[config.mk]
export PLATFORM = sky130hd
export DESIGN_NAME = utf8_stream_decoder_31bit_unit
export DESIGN_NICKNAME = d
export VERILOG_FILES = /design/src/rtl/core/utf8d_pkg.sv /design/src/rtl/core/utf8_stream_decoder_31bit_unit.sv /design/src/rtl/core/utf8d_front.sv /design/src/rtl/core/utf8d_queue.sv /design/src/rtl/core/utf8d_back.sv
export SDC_FILE = /design/constraint.sdc
export NUM_CORES = 1
export LEC_CHECK = 0
export ABC_AREA = 1
export BUFFER_PORTS_ARGS = -buffer_cell sky130_fd_sc_hd__buf_2
export CAP_MARGIN = 20
export CORE_MARGIN = 4
export CORE_UTILIZATION = 35
export CTS_CLUSTER_DIAMETER = 60
export DETAILED_ROUTE_END_ITERATION = 7
export GPL_TIMING_DRIVEN = 0
export PLACE_DENSITY_LB_ADDON = 0.05
export REMOVE_ABC_BUFFERS = 1
export SLEW_MARGIN = 20
export SYNTH_ARGS = -nofsm -noshare
export SYNTH_HDL_FRONTEND = slang
export SYNTH_HIERARCHICAL = 1
export SYNTH_SLANG_ARGS = --single-unit
export TNS_END_PERCENT = 1
[constraint.sdc]
create_clock -name clk -period 5.7 [get_ports clk]
set_input_delay 1.14 -clock clk [delete_from_list [all_inputs] [get_ports clk]]
set_output_delay 1.14 -clock clk [all_outputs]
set_load 0.02 [all_outputs]
[src/rtl/core/utf8d_pkg.sv]
package utf8d_pkg;

    // Result status codes.
    localparam logic [1:0] ST_OK      = 2'd0;
    localparam logic [1:0] ST_INVALID = 2'd1;
    localparam logic [1:0] ST_TRUNC   = 2'd2;

    // One queued job: the results that one input byte causes, one or two of them.
    // A second result is only ever an ASCII character, an invalid mark or a
    // truncation mark, so its code point fits in seven bits.
    typedef struct packed {
        logic        two;
        logic [30:0] cp0;
        logic [1:0]  st0;
        logic [6:0]  cp1;
        logic [1:0]  st1;
    } job_t;

endpackage

[src/rtl/core/utf8_stream_decoder_31bit_unit.sv]
// Streaming UTF-8 decoder for the original 1 to 6 byte form, giving 31-bit code
// points. It takes one byte beat per cycle; each byte yields zero, one or two result
// beats, and last_of_run marks the final result of a byte. A byte that breaks a
// pending sequence gives an invalid result and is then decoded as a new lead byte;
// end_of_stream with a sequence still open gives a truncated result. The front stage
// decodes each byte in the cycle it is accepted and writes its results as one job
// into a QUEUE_DEPTH-entry queue; the back stage drains one result per cycle into
// the output register while out_stall is low. A result passes through the queue
// and then the output register. Input throughput is one byte per cycle, and output
// throughput is one result per cycle, so a byte with two results takes an output
// slot for each. The queue absorbs short bursts of such bytes; a long run of
// them, or a stalled output, fills the queue, and in_stall then holds the input
// until a job drains. No overlong or surrogate checks are made.
module utf8_stream_decoder_31bit_unit #(
    parameter int QUEUE_DEPTH = 4
) (
    input  logic        clk,
    input  logic        rst_n,
    input  logic        in_valid,
    output logic        in_stall,
    input  logic [7:0]  data_byte,
    input  logic        end_of_stream,
    output logic        out_valid,
    input  logic        out_stall,
    output logic [30:0] code_point,
    output logic [1:0]  status,
    output logic        last_of_run
);
    import utf8d_pkg::*;

    logic push;
    job_t push_job;
    logic q_pop;
    job_t q_job;
    logic q_full;
    logic q_empty;

    utf8d_front u_front (
        .clk          (clk),
        .rst_n        (rst_n),
        .in_valid     (in_valid),
        .data_byte    (data_byte),
        .end_of_stream(end_of_stream),
        .q_full       (q_full),
        .in_stall     (in_stall),
        .push         (push),
        .push_job     (push_job)
    );

    utf8d_queue #(
        .DEPTH(QUEUE_DEPTH)
    ) u_queue (
        .clk     (clk),
        .rst_n   (rst_n),
        .push    (push),
        .push_job(push_job),
        .pop     (q_pop),
        .pop_job (q_job),
        .full    (q_full),
        .empty   (q_empty)
    );

    utf8d_back u_back (
        .clk        (clk),
        .rst_n      (rst_n),
        .q_empty    (q_empty),
        .q_job      (q_job),
        .q_pop      (q_pop),
        .out_valid  (out_valid),
        .out_stall  (out_stall),
        .code_point (code_point),
        .status     (status),
        .last_of_run(last_of_run)
    );

    // Only a broken sequence gives two results, and its first one is always invalid.
    a_first_of_two_invalid: assert property (@(posedge clk) disable iff (!rst_n)
        (out_valid && !last_of_run) |-> (status == ST_INVALID))
        else $error("first of two results is not an invalid mark");

    // The second result of a byte follows its first without a gap.
    a_second_follows: assert property (@(posedge clk) disable iff (!rst_n)
        (out_valid && !out_stall && !last_of_run) |=> out_valid)
        else $error("second result of a byte did not follow");

    // Invalid and truncated results carry a zero code point.
    a_error_zero_cp: assert property (@(posedge clk) disable iff (!rst_n)
        (out_valid && (status != ST_OK)) |-> (code_point == 31'd0))
        else $error("non-decoded result has a nonzero code point");

    // The queue is never drained while nothing is stored.
    a_no_pop_empty: assert property (@(posedge clk) disable iff (!rst_n)
        q_pop |-> !q_empty)
        else $error("queue popped while empty");

endmodule

[src/rtl/core/utf8d_front.sv]
module utf8d_front (
    input  logic            clk,
    input  logic            rst_n,
    input  logic            in_valid,
    input  logic [7:0]      data_byte,
    input  logic            end_of_stream,
    input  logic            q_full,
    output logic            in_stall,
    output logic            push,
    output utf8d_pkg::job_t push_job
);
    import utf8d_pkg::*;

    logic [30:0] partial_reg;
    logic [30:0] partial_next;
    logic [2:0]  remain_reg;
    logic [2:0]  remain_next;

    logic        accept;
    logic        is_cont;
    logic        take_lead;
    logic        brk;
    logic        lead_res;
    logic [6:0]  lead_cp;
    logic [1:0]  lead_st;
    logic [30:0] lead_bits;
    logic [2:0]  lead_more;
    logic        done_res;
    logic [30:0] done_cp;
    logic        trunc;

    assign accept   = in_valid && !q_full;
    assign in_stall = q_full;
    assign is_cont  = (data_byte[7:6] == 2'b10);

    // Classify the byte as a lead byte: whole character, stray byte or sequence start.
    always_comb
    begin
        lead_cp   = 7'd0;
        lead_st   = ST_OK;
        lead_bits = 31'd0;
        lead_more = 3'd0;
        if (data_byte[7] == 1'b0)
        begin
            lead_cp = data_byte[6:0];
        end
        else if (data_byte inside {[8'h80:8'hBF], [8'hFE:8'hFF]})
        begin
            lead_st = ST_INVALID;
        end
        else if (data_byte >= 8'hFC)
        begin
            lead_bits = {30'd0, data_byte[0]};
            lead_more = 3'd5;
        end
        else if (data_byte >= 8'hF8)
        begin
            lead_bits = {29'd0, data_byte[1:0]};
            lead_more = 3'd4;
        end
        else if (data_byte >= 8'hF0)
        begin
            lead_bits = {28'd0, data_byte[2:0]};
            lead_more = 3'd3;
        end
        else if (data_byte >= 8'hE0)
        begin
            lead_bits = {27'd0, data_byte[3:0]};
            lead_more = 3'd2;
        end
        else
        begin
            lead_bits = {26'd0, data_byte[4:0]};
            lead_more = 3'd1;
        end
    end

    // Sequence state update and the results this byte causes.
    always_comb
    begin
        partial_next = partial_reg;
        remain_next  = remain_reg;
        take_lead    = 1'b0;
        brk          = 1'b0;
        lead_res     = 1'b0;
        done_res     = 1'b0;
        done_cp      = {partial_reg[24:0], data_byte[5:0]};
        trunc        = 1'b0;

        if (remain_reg == 3'd0)
        begin
            take_lead = 1'b1;
        end
        else if (is_cont)
        begin
            partial_next = done_cp;
            remain_next  = remain_reg - 3'd1;
            if (remain_reg == 3'd1)
            begin
                done_res     = 1'b1;
                partial_next = 31'd0;
            end
        end
        else
        begin
            brk          = 1'b1;
            take_lead    = 1'b1;
            partial_next = 31'd0;
            remain_next  = 3'd0;
        end

        if (take_lead)
        begin
            if (lead_more == 3'd0)
            begin
                lead_res = 1'b1;
            end
            else
            begin
                partial_next = lead_bits;
                remain_next  = lead_more;
            end
        end

        if (end_of_stream && (remain_next != 3'd0))
        begin
            trunc        = 1'b1;
            partial_next = 31'd0;
            remain_next  = 3'd0;
        end
    end

    // Pack the results into one job; only a broken sequence gives two.
    always_comb
    begin
        push_job.two = brk && (lead_res || trunc);
        push_job.cp1 = lead_res ? lead_cp : 7'd0;
        push_job.st1 = lead_res ? lead_st : ST_TRUNC;
        if (brk)
        begin
            push_job.cp0 = 31'd0;
            push_job.st0 = ST_INVALID;
        end
        else if (done_res)
        begin
            push_job.cp0 = done_cp;
            push_job.st0 = ST_OK;
        end
        else if (lead_res)
        begin
            push_job.cp0 = {24'd0, lead_cp};
            push_job.st0 = lead_st;
        end
        else
        begin
            push_job.cp0 = 31'd0;
            push_job.st0 = ST_TRUNC;
        end
    end

    assign push = accept && (brk || done_res || lead_res || trunc);

    always_ff @(posedge clk or negedge rst_n)
    begin
        if (!rst_n)
        begin
            partial_reg <= 31'd0;
            remain_reg  <= 3'd0;
        end
        else if (accept)
        begin
            partial_reg <= partial_next;
            remain_reg  <= remain_next;
        end
    end

endmodule

[src/rtl/core/utf8d_queue.sv]
module utf8d_queue #(
    parameter int DEPTH = 4
) (
    input  logic            clk,
    input  logic            rst_n,
    input  logic            push,
    input  utf8d_pkg::job_t push_job,
    input  logic            pop,
    output utf8d_pkg::job_t pop_job,
    output logic            full,
    output logic            empty
);
    import utf8d_pkg::*;

    localparam int PW = (DEPTH > 1) ? $clog2(DEPTH) : 1;
    localparam int CW = $clog2(DEPTH + 1);

    job_t          mem [DEPTH];
    logic [PW-1:0] wr_ptr_reg;
    logic [PW-1:0] rd_ptr_reg;
    logic [CW-1:0] count_reg;
    logic          do_push;
    logic          do_pop;

    assign full    = (count_reg == CW'(DEPTH));
    assign empty   = (count_reg == '0);
    assign do_push = push && !full;
    assign do_pop  = pop && !empty;
    assign pop_job = mem[rd_ptr_reg];

    // Job storage.
    always_ff @(posedge clk)
    begin
        if (do_push)
        begin
            mem[wr_ptr_reg] <= push_job;
        end
    end

    // Pointers and fill count.
    always_ff @(posedge clk or negedge rst_n)
    begin
        if (!rst_n)
        begin
            wr_ptr_reg <= '0;
            rd_ptr_reg <= '0;
            count_reg  <= '0;
        end
        else
        begin
            if (do_push)
            begin
                wr_ptr_reg <= (wr_ptr_reg == PW'(DEPTH - 1)) ? '0 : wr_ptr_reg + 1'b1;
            end
            if (do_pop)
            begin
                rd_ptr_reg <= (rd_ptr_reg == PW'(DEPTH - 1)) ? '0 : rd_ptr_reg + 1'b1;
            end
            if (do_push && !do_pop)
            begin
                count_reg <= count_reg + 1'b1;
            end
            else if (do_pop && !do_push)
            begin
                count_reg <= count_reg - 1'b1;
            end
        end
    end

endmodule

[src/rtl/core/utf8d_back.sv]
module utf8d_back (
    input  logic            clk,
    input  logic            rst_n,
    input  logic            q_empty,
    input  utf8d_pkg::job_t q_job,
    output logic            q_pop,
    output logic            out_valid,
    input  logic            out_stall,
    output logic [30:0]     code_point,
    output logic [1:0]      status,
    output logic            last_of_run
);
    import utf8d_pkg::*;

    logic        valid_reg;
    logic        pend_reg;
    logic [30:0] cp_reg;
    logic [1:0]  st_reg;
    logic        last_reg;
    logic [6:0]  pend_cp_reg;
    logic [1:0]  pend_st_reg;
    logic        load;

    // The output register can take a new beat when it is empty or being drained.
    assign load  = !valid_reg || !out_stall;
    assign q_pop = load && !pend_reg && !q_empty;

    // Control state.
    always_ff @(posedge clk or negedge rst_n)
    begin
        if (!rst_n)
        begin
            valid_reg <= 1'b0;
            pend_reg  <= 1'b0;
        end
        else if (load)
        begin
            if (pend_reg)
            begin
                valid_reg <= 1'b1;
                pend_reg  <= 1'b0;
            end
            else
            begin
                valid_reg <= !q_empty;
                pend_reg  <= !q_empty && q_job.two;
            end
        end
    end

    // Result payload and the held second result of a two-result job.
    always_ff @(posedge clk)
    begin
        if (load)
        begin
            if (pend_reg)
            begin
                cp_reg   <= {24'd0, pend_cp_reg};
                st_reg   <= pend_st_reg;
                last_reg <= 1'b1;
            end
            else if (!q_empty)
            begin
                cp_reg      <= q_job.cp0;
                st_reg      <= q_job.st0;
                last_reg    <= !q_job.two;
                pend_cp_reg <= q_job.cp1;
                pend_st_reg <= q_job.st1;
            end
        end
    end

    assign out_valid   = valid_reg;
    assign code_point  = cp_reg;
    assign status      = st_reg;
    assign last_of_run = last_reg;

endmodule

==> flow_summary.ini, run 1 <==
[outcome]
status = completed

[setup_path]
cp.arrival_ns = 4.52
worstSetupPathType = register to register
start_kind = register
cp_max_fo = 32
required_ns = 5.94
end_kind = register

[finish]
largest_reg_flops = 172
drive_above_1_share_pct = 11.99
regArea_um2 = 7391
layout_common_cells = nand2_1 (256), edfxtp_1 (215), inv_1 (177), o211ai_1 (89), nor2_1 (65)
diodes = 0
num-nets-final = 1069
area_growth_pct = 15.68
multi_input_area_um2 = 2683
fill_cells = 2961
final_common_cell = nand2_1

[power_and_ir_drop]
power_density_nw_per_um2 = 524.7
finalPower_w = 0.006675
p_int_w = 0.004349
swShare_pct = 34.85
leakagePower_nw = 5.249
power_frac_seq_pct = 42.3
combPwrFrac_pct = 29.9
clock_power_share_pct = 27.8
irDropWorstVdd_uv = 301.9
switchingPower_w = 0.002326

[cts]
htree_levels = 1
clk_pin_slew_worst_paths_ns = 0.06
cts_max_path_buffers = 3
ctsResizeCount = 0
cts_root_buf = clkbuf_16
cts_tree = built
numCtsBuffers = 30
cts_sinks = 252
cts_setup_buffers = 0
postCtsHoldBufs = 0
clk-insertion-delay-late_ns = 0.54

[floorplanning]
start_util_pct = 35.67
num_rows = 64
core-area_um2 = 30830
die_area_um2 = 34320
boundaryPins = 49
dieWidth_um = 185.3
die_y_um = 185.3

[sta]
hold_slack_ns = 0.4758
worstMarginPinSlew_ns = 1.018
max_freq_ghz = 0.2340
layout_min_cycle_time_ns = 4.274
finalSetupViolations = 0
final_hold_viol_count = 0
finClkSkew_ns = 0.01074
rsz0062_at_grt = no
slew_headroom_pct = 31.69
setup_slack_ns = 1.426
final.period_utilization_pct = 74.99
drv_slew = 0
fin_tns_setup_ns = 0

[global_routing]
grt_pass1_vias = 6828
grt_usage_pct = 14.31
gr-total-overflow = 0
antenna_found_initial = 0
grt_max_degree = 72
grt_pass1_wl_mm = 38.62

[synth]
synth_warnings = 6
ys_ff_latch = 252
postSynthCellCount = 1002
yosys.area.top_type = edfxtp_1
yosys-top-cells-area = edfxtp_1 (59%), nand2_1 (8.7%), dfrtp_1 (8.4%)
synth_sequential_area_ratio_pct = 67.12
synth_cell_types = 29
syn-cell-area_um2 = 11000
avgSynthCellArea_um2 = 10.98
synth_top_area_share_pct = 58.70

[route]
drcViolationCount = 0
dr_total_vias = 6853
drtIter0Drc = 366
first_pass_iters = 4
wl_mm = 24.03
wl_per_cell_um = 16.42
vias_per_cell = 4.681
ant_nets = 0

[min_path]
hold_path_class = register to register

[placed_design]
place_congestion = 0.7451
place_ws_ns = 0.8666
dp_hpwl_mm = 14.53
io_buffers = 48

[job]
drv_cap = 0
cells in the mapped netlist, drive strengths merged:
| cell | instances |
|---|---|
| nor3 | 13 |
| xnor2 | 1 |
| nand2 | 259 |
| nand3 | 33 |
| a21oi | 7 |
| nor2 | 71 |
| edfxtp | 215 |
| o21ai | 9 |
| or2 | 1 |
| o221ai | 1 |
| fa | 1 |
| dfrtp | 37 |
| ha | 9 |
| nand4 | 4 |
| o21bai | 1 |
| o211ai | 89 |
| o22ai | 21 |
| xor2 | 1 |
| inv | 181 |
| buf | 41 |
| clkbuf | 7 |
power groups by stage:
stage	Sequential [W]	Clock (W)	Combinational (W)
after global routing	0.00288	0.00200	0.00228
after floorplan	0.00306	0	0.00107
after CTS	0.00284	0.00192	0.00206
final	0.00283	0.00185	0.00200
after detailed placement	0.00287	0	0.00206
after global placement	0.00304	0	0.00181
layout make-up:
class	count	share of cell area, %
Timing Repair Buffer	60	4.072
Inverter	181	5.340
Multi-Input combinational cell	521	21.09
Sequential cell	252	58.09
Tap cell	396	3.895
Clock inverter	15	1.180
Clock buffer	39	6.334
logic make-up (layout without fill, tap and decap cells):
group | after synthesis | count (layout) | share of synthesized area, %
xor gates and xnor gates | 2 | 2 | 0.1593
DFF | 252 | 252 | 67.12
adders and majority gates | 10 | 10 | 1.206
buffers and inverters | 229 | 295 | 8.760
AOI/OAI and AO/OA | 128 | 128 | 8.453
and+or+nand+nor | 381 | 381 | 14.30
worst max-delay path, cell delays in order (launching register included):
cell	delay, ns
dfrtp_1	0.41
inv_1	0.07
nand3_1	0.14
inv_1	0.08
nor2_2	0.39
clkinv_1	0.94
a21oi_1	0.63
nand2_1	0.39
nor2_4	0.62
buf_12	0.26
worst paths after layout:
kind	start	endpoint	slack, ns	cells after the start
max	u_queue/count_reg[0]	u_queue/mem[3][34]	1.43	9
min	u_front/partial_reg[20]	u_front/partial_reg[20]	0.48	2
max reg2reg	u_queue/count_reg[0]	u_queue/mem[3][34]	1.43	9
min reg2reg	u_front/partial_reg[20]	u_front/partial_reg[20]	0.48	2
max in group asynchronous	rst_n	u_queue/rd_ptr_reg[0]	4.22	1
min in group asynchronous	rst_n	u_front/partial_reg[16]	0.77	1
per-layer routing:
layer / vias to the layer above / wire [µm] / track usage [%]
li1: 3425 / - / -
met1: 3308 / 11370 / 20.08
met2: 84 / 11400 / 23.68
met3: 36 / 835 / 2.082
met4: 0 / 432 / 3.259
met5: - / 0 / 0
through the flow:
stage / instance area (µm²) / utilization [%] / std cells
after floorplan: 10710 / - / 954
after global placement: 11450 / 37.14 / 1398
after detailed placement: 11770 / 38.17 / 1410
after CTS: 12720 / 41.27 / 1464
after global routing: 12720 / 41.27 / 1464
final: 12720 / 41.27 / 1464
(Power assumes the default switching activity.)
==> run 2: changes to the inputs <==
==> constraint.sdc (replaced) <==
create_clock -name clk -period 3.8 [get_ports clk]
set_input_delay 0.76 -clock clk [delete_from_list [all_inputs] [get_ports clk]]
set_output_delay 0.76 -clock clk [all_outputs]
set_load 0.02 [all_outputs]
==> flow_summary.ini, run 2 (synthesized netlist as in run 1, its figures left out) <==
[finish]
diodes = 0
area_growth_pct = 16.39
num-nets-final = 1075
fin_util_pct = 41.52
largest_reg_flops = 172
final_common_cell = nand2_1
layout_common_cells = nand2_1 (253), edfxtp_1 (215), inv_1 (177), o211ai_1 (89), nor2_1 (64)
instances_no_fill = 1470
drive_above_1_share_pct = 12.94

[placed_design]
dp_cells = 1410
io_buffers = 48
dp_hpwl_mm = 14.53
place_congestion = 0.7451

[setup_path]
worstSetupPathType = register to register
max_stage_delay_ns = 0.41
end_kind = register
cp-startpoint = u_front/remain_reg[0]
slowest_stage = fa_1
cp.depth = 17
required_ns = 4.22
cp_num_buf_inv = 5
crit_chain = inv_1 > ha_1 > inv_1 > nor2_2 > nor2_2 > nand2_4 > nand2_1 > inv_1 > nor2_1 > a21oi_1 > nand2_2 > inv_1 > ha_1 > inv_1 > fa_1 > nand2_1 > o21ai_0
r2r-start = u_front/remain_reg[0]
rrSetupSlack_ns = 0.31
crit_path_frequent_cell = inv_1
cp_max_fo = 23
cp.arrival_ns = 3.90
r2r_end = u_queue/count_reg[1]
cp_top_family = simple AND/OR/NAND/NOR gates
start_kind = register
reg2reg_depth = 17

[route]
dr_total_vias = 6845
vias_per_cell = 4.656
first_pass_iters = 6
drcViolationCount = 0
wl_mm = 24.19
drtIter0Drc = 375
ant_nets = 0
wl_per_cell_um = 16.46

[cts]
htree_levels = 1
numCtsBuffers = 30
cts_root_buf = clkbuf_16
cts_max_path_buffers = 3
clk-insertion-delay-late_ns = 0.54
postCtsHoldBufs = 0
cts_tree = built
cts_sinks = 252
clk_pin_slew_worst_paths_ns = 0.06

[sta]
worstMarginPinSlew_ns = 1.001
max_freq_ghz = 0.2868
finalSetupViolations = 0
final.period_utilization_pct = 91.76
slew_headroom_pct = 33.16
rsz0062_at_grt = no
drv_slew = 0
hold_slack_ns = 0.3894
final_hold_viol_count = 0
layout_min_cycle_time_ns = 3.487
finClkSkew_ns = 0.01092

[min_path]
hold_path_class = primary input to async pin

[floorplanning]
die_area_um2 = 34320
start_util_pct = 35.67
die_y_um = 185.3
core-area_um2 = 30830
boundaryPins = 49
dieWidth_um = 185.3
num_rows = 64

[global_routing]
grt_pass1_wl_mm = 38.67
grt_max_degree = 72
gr-total-overflow = 0
antenna_found_initial = 0
grt_pass1_vias = 6851
grt_usage_pct = 14.33

[outcome]
status = completed

[power_and_ir_drop]
power_density_nw_per_um2 = 785.7
leakagePower_nw = 5.283
irDropWorstVdd_uv = 453.8

[job]
drv_cap = 0
run 2: power by group:
group	total [W]	internal, W	switching [W]
sequential	0.00424	0.00387	0.000365
clock	0.00278	0.00168	0.00110
combinational	0.00304	0.000991	0.00205
run 2: metrics by stage:
| stage | power (W) | setup slack, ns | TNS (ns) | area, µm² |
|---|---|---|---|---|
| floorplan | 0.006205 | -0.4901 | -84.30 | 10710 |
| global placement | 0.007242 | -3.410 | -627.62 | 11450 |
| detailed placement | 0.007395 | -0.6534 | -33.50 | 11770 |
| CTS | 0.01025 | -0.0008189 | -0.0008189 | 12770 |
| global route | 0.01078 | 0.02451 | 0 | 12800 |
| finish | 0.01006 | 0.3130 | 0 | 12800 |
run 2: worst max path at each step:
stage | endpoint | slack, ns
2_1_floorplan | u_queue/mem[0][0] | -0.49
3_3_place_gp | u_queue/mem[3][37] | -3.41
3_5_place_dp | u_queue/count_reg[1] | -0.65
4_1_cts | u_queue/count_reg[2] | -0.0008
5_1_grt | u_queue/count_reg[2] | 0.02
6_report | u_queue/count_reg[1] | 0.31
run 2: layout make-up:
class	count	area, µm²
fill	2956	18030
sequential	252	7391
multi-input combinational	521	2703
clock buffer	39	805.8
inverter	181	683.2
timing repair buffer	65	568.0
tap	396	495.5
clock inverter	15	150.1
timing repair inverter	1	5.005
run 2: timing repair:
action                                 4_1_cts  5_1_grt
endpoints found under the hold margin        0        0
buffers inserted                             4        1
gates cloned                                 0        1
resized for setup                            3        4
setup endpoints to repair                  163      175
pin swaps                                    1        0
run 2: metal layers:
metal	GRT usage [%]	share of wire, %	vias to the layer above
li1	-	-	3437
met1	20.10	48	3291
met2	23.71	47	81
met3	2.082	3.4	36
met4	3.259	1.8	0
met5	0	0	-
==> run 3: changes to the inputs <==
--- a/config.mk
+++ b/config.mk
@@ -6,12 +6,12 @@
 export NUM_CORES = 1
 export LEC_CHECK = 0
 export ABC_AREA = 1
-export BUFFER_PORTS_ARGS = -buffer_cell sky130_fd_sc_hd__buf_2
 export CAP_MARGIN = 20
 export CORE_MARGIN = 4
 export CORE_UTILIZATION = 35
 export CTS_CLUSTER_DIAMETER = 60
 export DETAILED_ROUTE_END_ITERATION = 7
+export DONT_BUFFER_PORTS = 1
 export GPL_TIMING_DRIVEN = 0
 export PLACE_DENSITY_LB_ADDON = 0.05
 export REMOVE_ABC_BUFFERS = 1
==> flow_summary.ini, run 3 (synthesized netlist as in run 1, its figures left out) <==
[placed_design]
dp_hpwl_mm = 14.50
place_area_um2 = 11560
place_congestion = 0.7458
place_ws_ns = -0.4121
io_buffers = 0

[setup_path]
required_ns = 4.22
crit_path_frequent_cell = inv_1
cp_max_fo = 22
max_stage_delay_ns = 0.42
cp.arrival_ns = 3.83
slowest_stage = nor2_1
cp_num_buf_inv = 4
start_kind = register
crit_chain = inv_1 > ha_1 > nand2_2 > nand2_1 > inv_1 > nor2_1 > a21oi_2 > nand2_2 > inv_1 > ha_1 > inv_1 > fa_1 > nand2_1 > o21ai_0
end_kind = register
cp_top_family = simple AND/OR/NAND/NOR gates
worstSetupPathType = register to register

[job]
drv_cap = 0

[floorplanning]
dieWidth_um = 185.3
core-area_um2 = 30830
boundaryPins = 49
start_util_pct = 35.67
num_rows = 64
die_area_um2 = 34320
die_y_um = 185.3

[global_routing]
grt_pass1_wl_mm = 38.80
grt_pass1_vias = 6805
gr-total-overflow = 0
grt_max_degree = 73
grt_usage_pct = 14.46
antenna_found_initial = 0

[cts]
htree_levels = 1
cts_sinks = 252
cts_tree = built
cts_root_buf = clkbuf_16
cts_max_path_buffers = 3
numCtsBuffers = 30
clk-insertion-delay-late_ns = 0.54
clk_pin_slew_worst_paths_ns = 0.06

[finish]
fill_cells = 2941
layout_common_cells = nand2_1 (253), edfxtp_1 (215), inv_1 (177), o211ai_1 (89), nor2_1 (64)
final_common_cell = nand2_1
area_growth_pct = 13.98
fin_area_um2 = 12540
num-nets-final = 1025
drive_above_1_share_pct = 9.162
diodes = 0
largest_reg_flops = 172

[sta]
slew_headroom_pct = 31.58
finalSetupViolations = 0
max_freq_ghz = 0.2929
rsz0062_at_grt = no
final.period_utilization_pct = 89.84
worstMarginPinSlew_ns = 1.025
final_hold_viol_count = 0
finClkSkew_ns = 0.009547
drv_slew = 0
layout_min_cycle_time_ns = 3.414
setup_slack_ns = 0.3862

[route]
drcViolationCount = 0
wl_per_cell_um = 16.97
wl_mm = 24.13
first_pass_iters = 4
drtIter0Drc = 351
vias_per_cell = 4.707
ant_nets = 0
dr_total_vias = 6694

[outcome]
status = completed

[power_and_ir_drop]
irDropWorstVdd_uv = 417.9
power_density_nw_per_um2 = 780.2
leakagePower_nw = 5.085

[min_path]
hold_path_class = primary input to async pin
-- run 3: timing repair --
item                                   4_1_cts  5_1_grt
gates resized for setup                      4        3
setup endpoints to repair                  160       95
hold buffers                                 1        0
gates cloned                                 1        0
buffers inserted                             1        0
endpoints found under the hold margin       37        0
-- run 3: cell type report --
class / instances / area [µm²] / area share, %
repair inverters: 1 / 5.005 / 0.03992
well taps: 396 / 495.5 / 3.952
multi-input cells: 521 / 2701 / 21.55
clock inverters: 14 / 72.57 / 0.5789
flip-flops and latches: 252 / 7391 / 58.96
repair buffers: 15 / 340.3 / 2.715
inverters: 181 / 683.2 / 5.450
clock buffers: 42 / 847.1 / 6.757
-- run 3: stage by stage --
| stage | instances | hold slack (ns) | power [W] | utilization [%] | setup TNS, ns |
|---|---|---|---|---|---|
| 6_report | 1422 | 0.06293 | 0.009780 | 40.66 | 0 |
| 3_3_place_gp | 1350 | 0.4619 | 0.007101 | 36.36 | -622.56 |
| 5_1_grt | 1422 | 0.05597 | 0.01051 | 40.66 | 0 |
| 2_1_floorplan | 954 | 0.4488 | 0.006205 | - | -84.30 |
| 4_1_cts | 1422 | 0.04189 | 0.009983 | 40.63 | 0 |
| 3_5_place_dp | 1363 | 0.4646 | 0.007261 | 37.50 | -25.49 |
-- run 3: worst paths after layout --
check                                            start                     end  slack [ns]  cells past startpoint
max in group asynchronous                        rst_n   u_queue/rd_ptr_reg[1]        3.52                      1
worst min register to register  u_front/partial_reg[2]  u_front/partial_reg[2]        0.48                      2
min in group clk                          data_byte[7]       u_queue/mem[3][4]        0.44                      1
worst max-delay path             u_front/remain_reg[0]    u_queue/count_reg[1]        0.39                     14
worst max register to register   u_front/remain_reg[0]    u_queue/count_reg[1]        0.39                     14
worst min-delay path                             rst_n    u_queue/count_reg[2]        0.06                      1
-- run 3: worst reg2reg max path: cells and delay by family, from the launching register on --
kind | cells | cell delay [ns]
buffers and inverters | 4 | 0.51
AND/OR/NAND/NOR | 5 | 1.34
flip-flops | 1 | 0.38
adder cells (fa/ha/maj) | 3 | 0.84
AO/OA/AOI/OAI | 2 | 0.24
-- run 3: report_power, final --
group          internal, W  leakage, nW  switching (W)
Clock              0.00155        0.454        0.00110
Sequential         0.00389         2.53       0.000614
Combinational     0.000871         2.10        0.00175
-- run 3: per-layer routing --
metal / up-vias / routed length [µm] / global-route usage, %
met2: 84 / 11310 / 24.21
met3: 28 / 985 / 2.573
met5: - / 0 / 0
met4: 0 / 357 / 3.024
met1: 3236 / 11470 / 19.86
li1: 3346 / - / -
